## config.mk

```make
export PLATFORM = sky130hd
export DESIGN_NAME = command_frame_deframer_unit_flat
export DESIGN_NICKNAME = d
export VERILOG_FILES = /design/src/rtl/cfd_pkg.sv /design/src/rtl/cfd_byte_if.sv /design/src/rtl/cfd_frame_if.sv /design/src/rtl/cfd_cfg_if.sv /design/src/rtl/cfd_core.sv /design/src/rtl/command_frame_deframer_unit.sv /design/src/flat_wrapper.sv
export SDC_FILE = /design/constraint.sdc
export NUM_CORES = 1
export LEC_CHECK = 0
export ABC_AREA = 0
export BUFFER_PORTS_ARGS = -buffer_cell sky130_fd_sc_hd__buf_2
export CAP_MARGIN = 15
export CELL_PAD_IN_SITES_DETAIL_PLACEMENT = 1
export CELL_PAD_IN_SITES_GLOBAL_PLACEMENT = 2
export CORE_ASPECT_RATIO = 0.7
export CORE_MARGIN = 5
export CORE_UTILIZATION = 40
export DETAILED_ROUTE_END_ITERATION = 10
export HOLD_SLACK_MARGIN = 0.03
export PLACE_DENSITY = 0.82
export SLEW_MARGIN = 10
export SYNTH_ARGS = -nofsm -noshare
export SYNTH_HDL_FRONTEND = slang
export SYNTH_SLANG_ARGS = --single-unit
export TNS_END_PERCENT = 30
```

## constraint.sdc

```tcl
create_clock -name clk -period 5.5 [get_ports clk]
set_input_delay 1.1 -clock clk [delete_from_list [all_inputs] [get_ports clk]]
set_output_delay 1.1 -clock clk [all_outputs]
set_load 0.03 [all_outputs]
```

## src/rtl/cfd_pkg.sv

```systemverilog
package cfd_pkg;

    localparam int BYTE_W = 8;
    localparam int SUM_W = 16;
    localparam int STATUS_W = 2;
    localparam int DATA_LEN_W = 6;
    localparam int CFG_INDEX_W = 8;

    localparam int FRAME_CAPACITY_DEFAULT = 64;
    localparam int MIN_FRAME = 7;

    // Result status codes
    localparam logic [STATUS_W-1:0] ST_OK = 2'd0;
    localparam logic [STATUS_W-1:0] ST_SUM = 2'd1;
    localparam logic [STATUS_W-1:0] ST_OVER = 2'd2;
    localparam logic [STATUS_W-1:0] ST_SHORT = 2'd3;

    // Configuration register indexes
    localparam logic [CFG_INDEX_W-1:0] REG_SOF_BYTE = 8'd0;
    localparam logic [CFG_INDEX_W-1:0] REG_EOF_BYTE = 8'd1;
    localparam logic [CFG_INDEX_W-1:0] REG_SPEED_FUNCTION = 8'd2;
    localparam logic [CFG_INDEX_W-1:0] REG_DIRECTION_FUNCTION = 8'd3;

    // Configuration reset values
    localparam logic [BYTE_W-1:0] SOF_BYTE_RESET = 8'hAA;
    localparam logic [BYTE_W-1:0] EOF_BYTE_RESET = 8'h55;
    localparam logic [BYTE_W-1:0] SPEED_FUNCTION_RESET = 8'h01;
    localparam logic [BYTE_W-1:0] DIRECTION_FUNCTION_RESET = 8'h02;

    typedef struct packed {
        logic [BYTE_W-1:0] sof_byte;
        logic [BYTE_W-1:0] eof_byte;
        logic [BYTE_W-1:0] speed_function;
        logic [BYTE_W-1:0] direction_function;
    } cfd_cfg_t;

    typedef struct packed {
        logic [STATUS_W-1:0]   status;
        logic [BYTE_W-1:0]     frame_type;
        logic [BYTE_W-1:0]     device_addr;
        logic [BYTE_W-1:0]     function_code;
        logic [DATA_LEN_W-1:0] data_length;
        logic [BYTE_W-1:0]     speed;
        logic [SUM_W-1:0]      degree;
    } cfd_result_t;

endpackage

```

## src/rtl/cfd_byte_if.sv

```systemverilog
interface cfd_byte_if;
    import cfd_pkg::*;

    logic              valid;
    logic              ready;
    logic [BYTE_W-1:0] rx_byte;

    modport source (output valid, output rx_byte, input ready);
    modport sink (input valid, input rx_byte, output ready);

endinterface

```

## src/rtl/cfd_frame_if.sv

```systemverilog
interface cfd_frame_if;
    import cfd_pkg::*;

    logic                  valid;
    logic                  ready;
    logic [STATUS_W-1:0]   status;
    logic [BYTE_W-1:0]     frame_type;
    logic [BYTE_W-1:0]     device_addr;
    logic [BYTE_W-1:0]     function_code;
    logic [DATA_LEN_W-1:0] data_length;
    logic [BYTE_W-1:0]     speed;
    logic [SUM_W-1:0]      degree;

    modport source (
        output valid, output status, output frame_type, output device_addr,
        output function_code, output data_length, output speed, output degree,
        input ready
    );
    modport sink (
        input valid, input status, input frame_type, input device_addr,
        input function_code, input data_length, input speed, input degree,
        output ready
    );

endinterface

```

## src/rtl/cfd_cfg_if.sv

```systemverilog
interface cfd_cfg_if;
    import cfd_pkg::*;

    logic                   valid;
    logic                   ready;
    logic [CFG_INDEX_W-1:0] index;
    logic [BYTE_W-1:0]      data;

    modport source (output valid, output index, output data, input ready);
    modport sink (input valid, input index, input data, output ready);

endinterface

```

## src/rtl/cfd_core.sv

```systemverilog
module cfd_core #(
    parameter int FRAME_CAPACITY = cfd_pkg::FRAME_CAPACITY_DEFAULT
) (
    input  logic                      clk,
    input  logic                      rst_n,
    input  logic                      step,
    input  logic [cfd_pkg::BYTE_W-1:0] rx_byte,
    input  cfd_pkg::cfd_cfg_t         cfg,
    output logic                      emit,
    output cfd_pkg::cfd_result_t      result
);
    import cfd_pkg::*;

    localparam int IDX_W = $clog2(FRAME_CAPACITY);
    localparam logic [IDX_W-1:0] LAST_POS = IDX_W'(FRAME_CAPACITY - 1);
    localparam logic [IDX_W-1:0] SHORT_LIMIT = IDX_W'(MIN_FRAME - 1);
    localparam logic [IDX_W-1:0] POS_TYPE = IDX_W'(1);
    localparam logic [IDX_W-1:0] POS_ADDR = IDX_W'(2);
    localparam logic [IDX_W-1:0] POS_FUNCTION = IDX_W'(3);
    localparam logic [IDX_W-1:0] POS_DATA_FIRST = IDX_W'(4);
    localparam logic [IDX_W-1:0] POS_DATA_SECOND = IDX_W'(5);

    logic              in_frame_reg, in_frame_next;
    logic [IDX_W-1:0]  idx_reg, idx_next;
    logic [SUM_W-1:0]  sum_reg, sum_next;
    logic [BYTE_W-1:0] older_reg, older_next;
    logic [BYTE_W-1:0] newer_reg, newer_next;
    logic [BYTE_W-1:0] type_reg, type_next;
    logic [BYTE_W-1:0] addr_reg, addr_next;
    logic [BYTE_W-1:0] func_reg, func_next;
    logic [BYTE_W-1:0] first_reg, first_next;
    logic [BYTE_W-1:0] second_reg, second_next;
    logic [STATUS_W-1:0] status;
    logic [IDX_W-1:0]  len_off;

    always_comb
    begin
        in_frame_next = in_frame_reg;
        idx_next = idx_reg;
        sum_next = sum_reg;
        older_next = older_reg;
        newer_next = newer_reg;
        type_next = type_reg;
        addr_next = addr_reg;
        func_next = func_reg;
        first_next = first_reg;
        second_next = second_reg;
        emit = 1'b0;
        status = ST_OK;

        if (step)
        begin
            if (!in_frame_reg)
            begin
                if (rx_byte == cfg.sof_byte)
                begin
                    // open a frame with clean capture and checksum state
                    in_frame_next = 1'b1;
                    idx_next = POS_TYPE;
                    sum_next = '0;
                    older_next = '0;
                    newer_next = '0;
                    type_next = '0;
                    addr_next = '0;
                    func_next = '0;
                    first_next = '0;
                    second_next = '0;
                    if (rx_byte == cfg.eof_byte)
                    begin
                        emit = 1'b1;
                        status = ST_SHORT;
                        in_frame_next = 1'b0;
                        idx_next = '0;
                    end
                end
            end
            else if (rx_byte == cfg.eof_byte)
            begin
                emit = 1'b1;
                in_frame_next = 1'b0;
                idx_next = '0;
                if (idx_reg < SHORT_LIMIT)
                begin
                    status = ST_SHORT;
                end
                else if ({older_reg, newer_reg} == sum_reg)
                begin
                    status = ST_OK;
                end
                else
                begin
                    status = ST_SUM;
                end
            end
            else
            begin
                // the byte two places back is known not to be checksum: add it
                sum_next = sum_reg + SUM_W'(older_reg);
                older_next = newer_reg;
                newer_next = rx_byte;
                if (idx_reg == POS_TYPE)
                begin
                    type_next = rx_byte;
                end
                else if (idx_reg == POS_ADDR)
                begin
                    addr_next = rx_byte;
                end
                else if (idx_reg == POS_FUNCTION)
                begin
                    func_next = rx_byte;
                end
                else if (idx_reg == POS_DATA_FIRST)
                begin
                    first_next = rx_byte;
                end
                else if (idx_reg == POS_DATA_SECOND)
                begin
                    second_next = rx_byte;
                end
                if (idx_reg >= LAST_POS)
                begin
                    emit = 1'b1;
                    status = ST_OVER;
                    in_frame_next = 1'b0;
                    idx_next = '0;
                end
                else
                begin
                    idx_next = idx_reg + 1'b1;
                end
            end
        end
    end

    assign len_off = idx_reg - SHORT_LIMIT;

    always_comb
    begin
        result.status = status;
        result.frame_type = type_next;
        result.device_addr = addr_next;
        result.function_code = func_next;
        result.data_length = '0;
        result.speed = '0;
        result.degree = '0;
        if (status == ST_OK || status == ST_SUM)
        begin
            result.data_length = DATA_LEN_W'(len_off);
        end
        if (status == ST_OK && func_next == cfg.speed_function)
        begin
            result.speed = first_next;
        end
        if (status == ST_OK && func_next == cfg.direction_function)
        begin
            result.degree = {first_next, second_next};
        end
    end

    always_ff @(posedge clk or negedge rst_n)
    begin
        if (!rst_n)
        begin
            in_frame_reg <= 1'b0;
            idx_reg <= '0;
            sum_reg <= '0;
            older_reg <= '0;
            newer_reg <= '0;
            type_reg <= '0;
            addr_reg <= '0;
            func_reg <= '0;
            first_reg <= '0;
            second_reg <= '0;
        end
        else
        begin
            in_frame_reg <= in_frame_next;
            idx_reg <= idx_next;
            sum_reg <= sum_next;
            older_reg <= older_next;
            newer_reg <= newer_next;
            type_reg <= type_next;
            addr_reg <= addr_next;
            func_reg <= func_next;
            first_reg <= first_next;
            second_reg <= second_next;
        end
    end

    a_emit_closes_frame: assert property (@(posedge clk) disable iff (!rst_n)
        emit |=> !in_frame_reg)
        else $error("frame still open after a result");

    a_hunt_index_zero: assert property (@(posedge clk) disable iff (!rst_n)
        !in_frame_reg |-> idx_reg == '0)
        else $error("position counter nonzero while hunting");

    a_frame_index_nonzero: assert property (@(posedge clk) disable iff (!rst_n)
        in_frame_reg |-> idx_reg != '0)
        else $error("position counter zero inside a frame");

endmodule

```

## src/rtl/command_frame_deframer_unit.sv

```systemverilog
// Command frame deframer.
//
// rx carries one received link byte per word. Bytes are dropped until the
// start code arrives; from then on every byte is part of the frame until the
// end code, or until the frame reaches FRAME_CAPACITY bytes. Each closed
// frame yields one word on frame: status, type, address, function, data
// length, and speed or degree when an ok frame's function code matches.
// cfg writes one of four registers (start code, end code, speed function,
// direction function) by index; writes to other indexes are dropped. Write
// only while no byte is in flight.
// An accepted rx word passes through the input register, then the frame
// logic, into the output register that drives the frame word.
// Throughput: one rx word per cycle while the output register is free or
// being taken; the frame logic between the two registers is single-pass.
// Reset clears frame state, empties both registers and loads the register
// defaults; the block starts hunting for a start code.
// When the frame receiver stalls, the output register holds its word, the
// input register fills, and rx.ready drops until the output moves.
module command_frame_deframer_unit #(
    parameter int FRAME_CAPACITY = cfd_pkg::FRAME_CAPACITY_DEFAULT
) (
    input  logic        clk,
    input  logic        rst_n,
    cfd_byte_if.sink    rx,
    cfd_frame_if.source frame,
    cfd_cfg_if.sink     cfg
);
    import cfd_pkg::*;

    logic              in_valid_reg;
    logic [BYTE_W-1:0] in_byte_reg;
    logic              out_valid_reg;
    cfd_result_t       out_result_reg;
    cfd_cfg_t          cfg_reg;

    logic        advance;
    logic        step;
    logic        core_emit;
    cfd_result_t core_result;

    // The frame logic may run whenever the output register is free or emptying.
    assign advance = !out_valid_reg || frame.ready;
    assign step = in_valid_reg && advance;
    assign rx.ready = !in_valid_reg || advance;
    assign cfg.ready = 1'b1;

    // Input register
    always_ff @(posedge clk or negedge rst_n)
    begin
        if (!rst_n)
        begin
            in_valid_reg <= 1'b0;
        end
        else if (rx.valid && rx.ready)
        begin
            in_valid_reg <= 1'b1;
        end
        else if (step)
        begin
            in_valid_reg <= 1'b0;
        end
    end

    always_ff @(posedge clk)
    begin
        if (rx.valid && rx.ready)
        begin
            in_byte_reg <= rx.rx_byte;
        end
    end

    // Configuration registers
    always_ff @(posedge clk or negedge rst_n)
    begin
        if (!rst_n)
        begin
            cfg_reg.sof_byte <= SOF_BYTE_RESET;
            cfg_reg.eof_byte <= EOF_BYTE_RESET;
            cfg_reg.speed_function <= SPEED_FUNCTION_RESET;
            cfg_reg.direction_function <= DIRECTION_FUNCTION_RESET;
        end
        else if (cfg.valid && cfg.ready)
        begin
            case (cfg.index)
                REG_SOF_BYTE:           cfg_reg.sof_byte <= cfg.data;
                REG_EOF_BYTE:           cfg_reg.eof_byte <= cfg.data;
                REG_SPEED_FUNCTION:     cfg_reg.speed_function <= cfg.data;
                REG_DIRECTION_FUNCTION: cfg_reg.direction_function <= cfg.data;
                default:                ;
            endcase
        end
    end

    cfd_core #(
        .FRAME_CAPACITY(FRAME_CAPACITY)
    ) u_core (
        .clk     (clk),
        .rst_n   (rst_n),
        .step    (step),
        .rx_byte (in_byte_reg),
        .cfg     (cfg_reg),
        .emit    (core_emit),
        .result  (core_result)
    );

    // Output register: load a new result, or drop the old one once taken.
    always_ff @(posedge clk or negedge rst_n)
    begin
        if (!rst_n)
        begin
            out_valid_reg <= 1'b0;
        end
        else if (step && core_emit)
        begin
            out_valid_reg <= 1'b1;
        end
        else if (frame.ready)
        begin
            out_valid_reg <= 1'b0;
        end
    end

    always_ff @(posedge clk)
    begin
        if (step && core_emit)
        begin
            out_result_reg <= core_result;
        end
    end

    assign frame.valid = out_valid_reg;
    assign frame.status = out_result_reg.status;
    assign frame.frame_type = out_result_reg.frame_type;
    assign frame.device_addr = out_result_reg.device_addr;
    assign frame.function_code = out_result_reg.function_code;
    assign frame.data_length = out_result_reg.data_length;
    assign frame.speed = out_result_reg.speed;
    assign frame.degree = out_result_reg.degree;

    a_taken_word_clears: assert property (@(posedge clk) disable iff (!rst_n)
        frame.valid && frame.ready && !(step && core_emit) |=> !frame.valid)
        else $error("delivered frame word repeated");

    a_blocked_byte_held: assert property (@(posedge clk) disable iff (!rst_n)
        in_valid_reg && !advance |=> in_valid_reg && $stable(in_byte_reg))
        else $error("rx word lost while output stalled");

    a_result_shown: assert property (@(posedge clk) disable iff (!rst_n)
        step && core_emit |=> frame.valid)
        else $error("frame result not presented");

endmodule

```

## src/flat_wrapper.sv

```systemverilog
// flat-port wrapper written by rule: the top's interface ports become plain ports
module command_frame_deframer_unit_flat import cfd_pkg::*;
#(
    parameter int FRAME_CAPACITY = cfd_pkg::FRAME_CAPACITY_DEFAULT
)
  (clk, rst_n, rx_valid, rx_rx_byte, rx_ready, frame_valid, frame_status, frame_frame_type, frame_device_addr, frame_function_code, frame_data_length, frame_speed, frame_degree, frame_ready, cfg_valid, cfg_index, cfg_data, cfg_ready);
  cfd_byte_if rx_i ();
  cfd_frame_if frame_i ();
  cfd_cfg_if cfg_i ();
  input  logic clk;
  input  logic rst_n;
  input wire logic [$bits(rx_i.valid)-1:0] rx_valid;
  input wire logic [$bits(rx_i.rx_byte)-1:0] rx_rx_byte;
  output wire logic [$bits(rx_i.ready)-1:0] rx_ready;
  output wire logic [$bits(frame_i.valid)-1:0] frame_valid;
  output wire logic [$bits(frame_i.status)-1:0] frame_status;
  output wire logic [$bits(frame_i.frame_type)-1:0] frame_frame_type;
  output wire logic [$bits(frame_i.device_addr)-1:0] frame_device_addr;
  output wire logic [$bits(frame_i.function_code)-1:0] frame_function_code;
  output wire logic [$bits(frame_i.data_length)-1:0] frame_data_length;
  output wire logic [$bits(frame_i.speed)-1:0] frame_speed;
  output wire logic [$bits(frame_i.degree)-1:0] frame_degree;
  input wire logic [$bits(frame_i.ready)-1:0] frame_ready;
  input wire logic [$bits(cfg_i.valid)-1:0] cfg_valid;
  input wire logic [$bits(cfg_i.index)-1:0] cfg_index;
  input wire logic [$bits(cfg_i.data)-1:0] cfg_data;
  output wire logic [$bits(cfg_i.ready)-1:0] cfg_ready;
  assign rx_i.valid = rx_valid;
  assign rx_i.rx_byte = rx_rx_byte;
  assign rx_ready = rx_i.ready;
  assign frame_valid = frame_i.valid;
  assign frame_status = frame_i.status;
  assign frame_frame_type = frame_i.frame_type;
  assign frame_device_addr = frame_i.device_addr;
  assign frame_function_code = frame_i.function_code;
  assign frame_data_length = frame_i.data_length;
  assign frame_speed = frame_i.speed;
  assign frame_degree = frame_i.degree;
  assign frame_i.ready = frame_ready;
  assign cfg_i.valid = cfg_valid;
  assign cfg_i.index = cfg_index;
  assign cfg_i.data = cfg_data;
  assign cfg_ready = cfg_i.ready;
  command_frame_deframer_unit #(.FRAME_CAPACITY(FRAME_CAPACITY)) u_core (.clk(clk), .rst_n(rst_n), .rx(rx_i), .frame(frame_i), .cfg(cfg_i));
endmodule
```

* Word level (Yosys, flattened, before mapping) *
Index checks and enable logic that the tools add are counted.

storage, ports and cells
  logic and storage cells = 136
  flip-flop bits (word level) = 177

operators by class
  mux-type cells = 71
  reduce and logical (&&, ||, !) cells = 21
  equal/unequal tests = 15
  $lt $le $gt $ge = 2
  add/sub/neg operators = 3

operators by type and width
  operator               count
  $mux W8                40
  $mux W16               3
  $eq A8 B8 Y1           4
  $mux W6                4
  $mux W1                17
  $add A16 B8 Y16        1
  $eq A16 B16 Y1         1
  $eq A8 B2 Y1 const B   2
  $mux W2                7
  $eq A6 B2 Y1 const B   2
  $eq A6 B3 Y1 const B   2
  $reduce_and A2 Y1      5
  $eq A8 B1 Y1 const B   1
  $logic_not A8 Y1       1
  $add A6 B1 Y6 const B  1
  $eq A6 B1 Y1 const B   1
  $ge A6 B6 Y1 const B   1
  $lt A6 B3 Y1 const B   1
  $reduce_bool A2 Y1     3
  $sub A6 B3 Y6 const B  1
  $logic_and A1 B1 Y1    5
  $logic_or A1 B1 Y1     3
  $reduce_and A3 Y1      1
  $eq A2 B1 Y1 const B   1
  other kinds (3)        4

* Logic depth before layout (Yosys ltp) *
  depth after elaboration = 9
  mapped depth = 11
  gate-level depth less buffers = 9

* Hierarchy *
Synthesis repeated with hierarchy kept, for this count alone.

second synthesis, totals
  cell total of the unflattened synthesis = 655
  area, all modules = 8298.0 sq um

modules (own cells, without submodules)
  module                       sequential area each (sq um)  times used  cells an instance  area each (sq um)
  cfd_core                     1976.9                        1           505                4993.5
  command_frame_deframer_unit  2785.2                        1           150                3304.4

* Worst setup path after synthesis *
Ideal clock, no wire load.

  kind = input -> register
  start point = input frame_ready
  end point = register u_core.out_result_reg, in the netlist u_core.frame.data_length[0], enable pin
  data arrival time = 4195 ps
  cell stages on the path = 5
  slack = 835 ps
  path buffers = 1
  path through = nand2b_1 > nand2_1 > or2_0 > buf_2 > nor2_1

between the ends
  cells in the longest elaborated chain, start to end = 4

RTL lines
  element                line                                source
  from (decl)            flat_wrapper.sv:23                  input wire logic [$bits(frame_i.ready)-1:0] frame_ready;
  $logic_or A1 B1 Y1 *   command_frame_deframer_unit.sv:42   assign advance = !out_valid_reg || frame.ready;
  $logic_and A1 B1 Y1 *  command_frame_deframer_unit.sv:43   assign step = in_valid_reg && advance;
  $mux W1                cfd_core.sv:51                      if (step)
  $logic_and A1 B1 Y1 *  command_frame_deframer_unit.sv:125  if (step && core_emit)
  to (signal assigned)   command_frame_deframer_unit.sv:127  out_result_reg <= core_result;
  to (decl)              command_frame_deframer_unit.sv:33   cfd_result_t out_result_reg;

Mark *: on every way between the ends. The rest lies on a longest branch, timed or not.
A chain may end at the register's enable or synchronous reset.

* Final worst setup path *
  start point = register u_core.in_byte_reg[7]
  end point = register u_core.out_result_reg, in the netlist u_core.frame.degree[4], data pin

between the ends
  cells in the longest elaborated chain, start to end = 8
  elaborated cells on any way between the ends = 21
  classes of those cells = eq/ne (3); mux (16); reduce/logical (2)

RTL lines
  element                 line                               source
  from (decl)             command_frame_deframer_unit.sv:31  logic [BYTE_W-1:0] in_byte_reg;
  from (signal assigned)  command_frame_deframer_unit.sv:68  in_byte_reg <= rx.rx_byte;
  $mux W8                 cfd_core.sv:109                    else if (idx_reg == POS_FUNCTION)
  $mux W8                 cfd_core.sv:105                    else if (idx_reg == POS_ADDR)
  $mux W8                 cfd_core.sv:101                    if (idx_reg == POS_TYPE)
  $mux W8                 cfd_core.sv:77                     else if (rx_byte == cfg.eof_byte)
  $mux W8                 cfd_core.sv:53                     if (!in_frame_reg)
  $mux W8                 cfd_core.sv:51
  $eq A8 B8 Y1            cfd_core.sv:155                    if (status == ST_OK && func_next == cfg.direction_function)
  $logic_and A1 B1 Y1     cfd_core.sv:155

Several ways; a longest one is shown, not always the timed one.

==> results.yml <==
status:
  outcome: "complete, no violations"
floorplan:
  rows: 43
  dieHeight_um: 129
  core_um2: 19900
  start_util_pct: 40.9
  die_x_um: 181
  io_pins: 88
  fp.dieArea_um2: 23400
setup_path:
  critPathArrivalTime_ns: 3.96
  crit_required_ns: 5.79
  cp-start-kind: "flop"
  criticalPathCategory: "reg2reg"
  critPathMaxFanout: 16
  r2r_start: "u_core.in_byte_reg[7]"
  r2r_end: "u_core.frame.degree[4]"
  r2r_cells: 7
  cp-end-kind: "flop"
  rrSetupSlack_ns: 1.83
synthesis:
  ys_seq_elements: 177
  syn_area_um2: 8150
  async_reset_ff_share_pct: 63.8
  synth_edf_count: 64
  avgSynthCellArea_um2: 12.5
  synth_cells: 654
  synth_nets: 697
  yosysSeqAreaShare_pct: 58.4
  ys.flop_type: "dfrtp_1"
  ys_warn_count: 0
  synth_cell_type_count: 74
global_route:
  antenna_found_initial: 0
  grt_pass1_vias: 6116
  track_usage_pct: 19.8
  grt_pass1_wl_mm: 35.9
  grt_max_degree: 69
  grt_overflow: 0
layout:
  synthToLayoutAreaGrowth_pct: 16.7
  nNetsFinal: 786
  n_fill_cell: 2111
  multi_input_area_um2: 3140
  final_design_area_no_fill_um2: 9510
  largest_register_ffs: 32
  diodes: 0
  seq_area_um2: 4760
  layout-drive-gt1-share_pct: 25.5
cts:
  cts_root_buf: "clkbuf_16"
  cts_max_level: 4
  cts-buffers-inserted: 17
  cts_sinks: 177
  cts_setup_buffers: 0
  cts_resized: 0
  cts_hold_buffers: 0
  clk_latency_ns: 0.45
  cts_buffer_depth: 2
  clk_pin_slew_worst_paths_ns: 0.08
  cts_tree: "done"
place:
  hpwl_mm: 16.0
  io_buffers: 86
  placed_cell_area_um2: 8860
  routabilityCongestion: 0.838
route:
  avgRoutedWirePerCell_um: 22.4
  drt_iter0_drc: 449
  ant_nets: 0
  drtPass1Iterations: 5
  drt_wl_total_mm: 23.0
  num_vias: 5789
  routed_via_density: 5.64
  drcViolationCount: 0
sta:
  slew-limit-headroom_pct: 35.3
  slew_violations: 0
  setup_viol: 0
  post-route-period-util_pct: 66.7
  rsz0062_at_grt: "false"
  hold_violations: 0
  worst_pin_slew_ns: 0.963
  skew_ns: 0.0188
  fin_setup_tns_ns: 0
  min_period_ns: 3.67
  fmax_mhz: 272
pwr:
  vdd_drop_max_mv: 0.206
  leakagePower_nw: 4.31
  p_per_area_nw_per_um2: 386
hold_path:
  hold_class: "reg2reg"
  worstHoldStart: "u_core.u_core.second_reg[2]"
  min_to: "u_core.u_core.second_reg[2]"
  min_path_cells: 1
flow_run:
  maxCapViolCount: 0
-- synthesized netlist by cell type, types with 5 or more instances --
master / instances / area, um2
edfxtp_1: 64 / 1920
nand4_1: 7 / 43.8
nand3_1: 8 / 40.0
xnor2_1: 27 / 236
ha_1: 13 / 163
o31ai_1: 5 / 37.5
nor2_1: 51 / 191
o21ai_0: 13 / 65.1
mux2_2: 33 / 372
a21o_1: 7 / 52.6
nor4_1: 5 / 31.3
inv_1: 28 / 105
and3_1: 7 / 43.8
nor2b_1: 10 / 62.6
nor3_1: 7 / 35.0
xor2_1: 29 / 254
a21oi_1: 20 / 100
clkbuf_1: 9 / 33.8
dfstp_2: 10 / 263
buf_2: 11 / 55.1
dfrtp_1: 103 / 2580
a22o_1: 50 / 438
a31oi_1: 12 / 75.1
nand2_1: 36 / 135
-- cells by family (layout without fill, tap and decap cells) --
| logic type | count (synthesis) | in the layout | synth area share [%] |
|---|---|---|---|
| flops | 177 | 177 | 58.4 |
| simple gates | 170 | 170 | 11.7 |
| compound gates | 146 | 146 | 13.7 |
| xor+xnor | 56 | 56 | 6.02 |
| buf+inv | 56 | 158 | 3.16 |
| mux | 34 | 34 | 4.68 |
| fa+ha+maj | 14 | 14 | 2.24 |
| other cells | 1 | 1 | 0.0460 |
-- layer usage --
metal | track usage (%) | part of all wire (%) | vias to the layer above
met5 | 0 | 0 | -
met4 | 5.24 | 1.7 | 0
met3 | 4.71 | 6.0 | 32
met2 | 30.6 | 45 | 190
met1 | 28.4 | 48 | 2983
li1 | - | - | 2584
-- per-stage QoR --
stage          total power, mW  util (%)  instances  hold slack (ns)  setup WS, ns
6_report                  3.67      47.8       1026            0.507          1.83
3_3_place_gp              2.34      44.5        993            0.475          1.92
5_1_grt                   3.83      47.8       1026            0.520          1.61
3_5_place_dp              2.37      44.5        993            0.487          1.78
2_1_floorplan             2.14         -        654            0.458         0.835
4_1_cts                   3.69      47.8       1025            0.508          1.89
-- where the power goes --
part           switching [mW]  total [mW]  internal, mW  leakage [nW]
combinational           0.387       0.676         0.289          1.84
clock                   0.629        1.30         0.674         0.313
sequential              0.163        1.69          1.53          2.16
total                    1.18        3.67          2.49          4.31
-- critical path, stage by stage, from the launching register on --
cell and delay, ns:
edfxtp_1 0.80, xor2_1 0.21, nor4_4 0.54, a2111o_1 0.51, a31oi_1 0.24, a221oi_2 0.39
nand4_2 0.52, nor2b_1 0.28
-- final cells by class --
class / instances / area share (%)
multi-input cells: 421 / 33.0
well taps: 270 / 3.55
clock buffers: 17 / 4.47
clock inverters: 15 / 2.39
repair buffers: 97 / 5.39
inverters: 29 / 1.14
flip-flops and latches: 177 / 50.1
-- cell usage in the layout, fill, tap and decap left out, types with 4 or more instances in the layout --
cell type and n:
a22o_1 50, a31oi_1 12, clkinv_8 7, nand2_1 36, nand4_1 7, nor4_4 4, and2_1 4, a21o_1 7
nor2b_1 10, o21ai_0 13, o21ai_1 4, nand3_1 8, clkbuf_16 17, xor2_1 29, o31ai_1 5, dfstp_2 10
a211oi_1 4, dfrtp_1 103, a21oi_1 20, inv_1 28, nor2_1 50, nor4_1 5, buf_2 85, and3_1 7
mux2_2 33, nand3b_1 4, edfxtp_1 64, ha_1 13, xnor2_1 27, buf_4 11, nor3_1 7
-- how the worst max path moves through the flow --
stage	startpoint	to	slack, ns
3_5_place_dp	frame_ready	u_core.frame.degree[14]	1.78
3_3_place_gp	frame_ready	u_core.frame.degree[2]	1.92
5_1_grt	u_core.in_byte_reg[7]	u_core.frame.degree[5]	1.61
6_report	u_core.in_byte_reg[7]	u_core.frame.degree[4]	1.83
2_1_floorplan	frame_ready	u_core.frame.data_length[0]	0.84
4_1_cts	u_core.in_byte_reg[7]	u_core.frame.degree[14]	1.89
(Power assumes the default switching activity.)
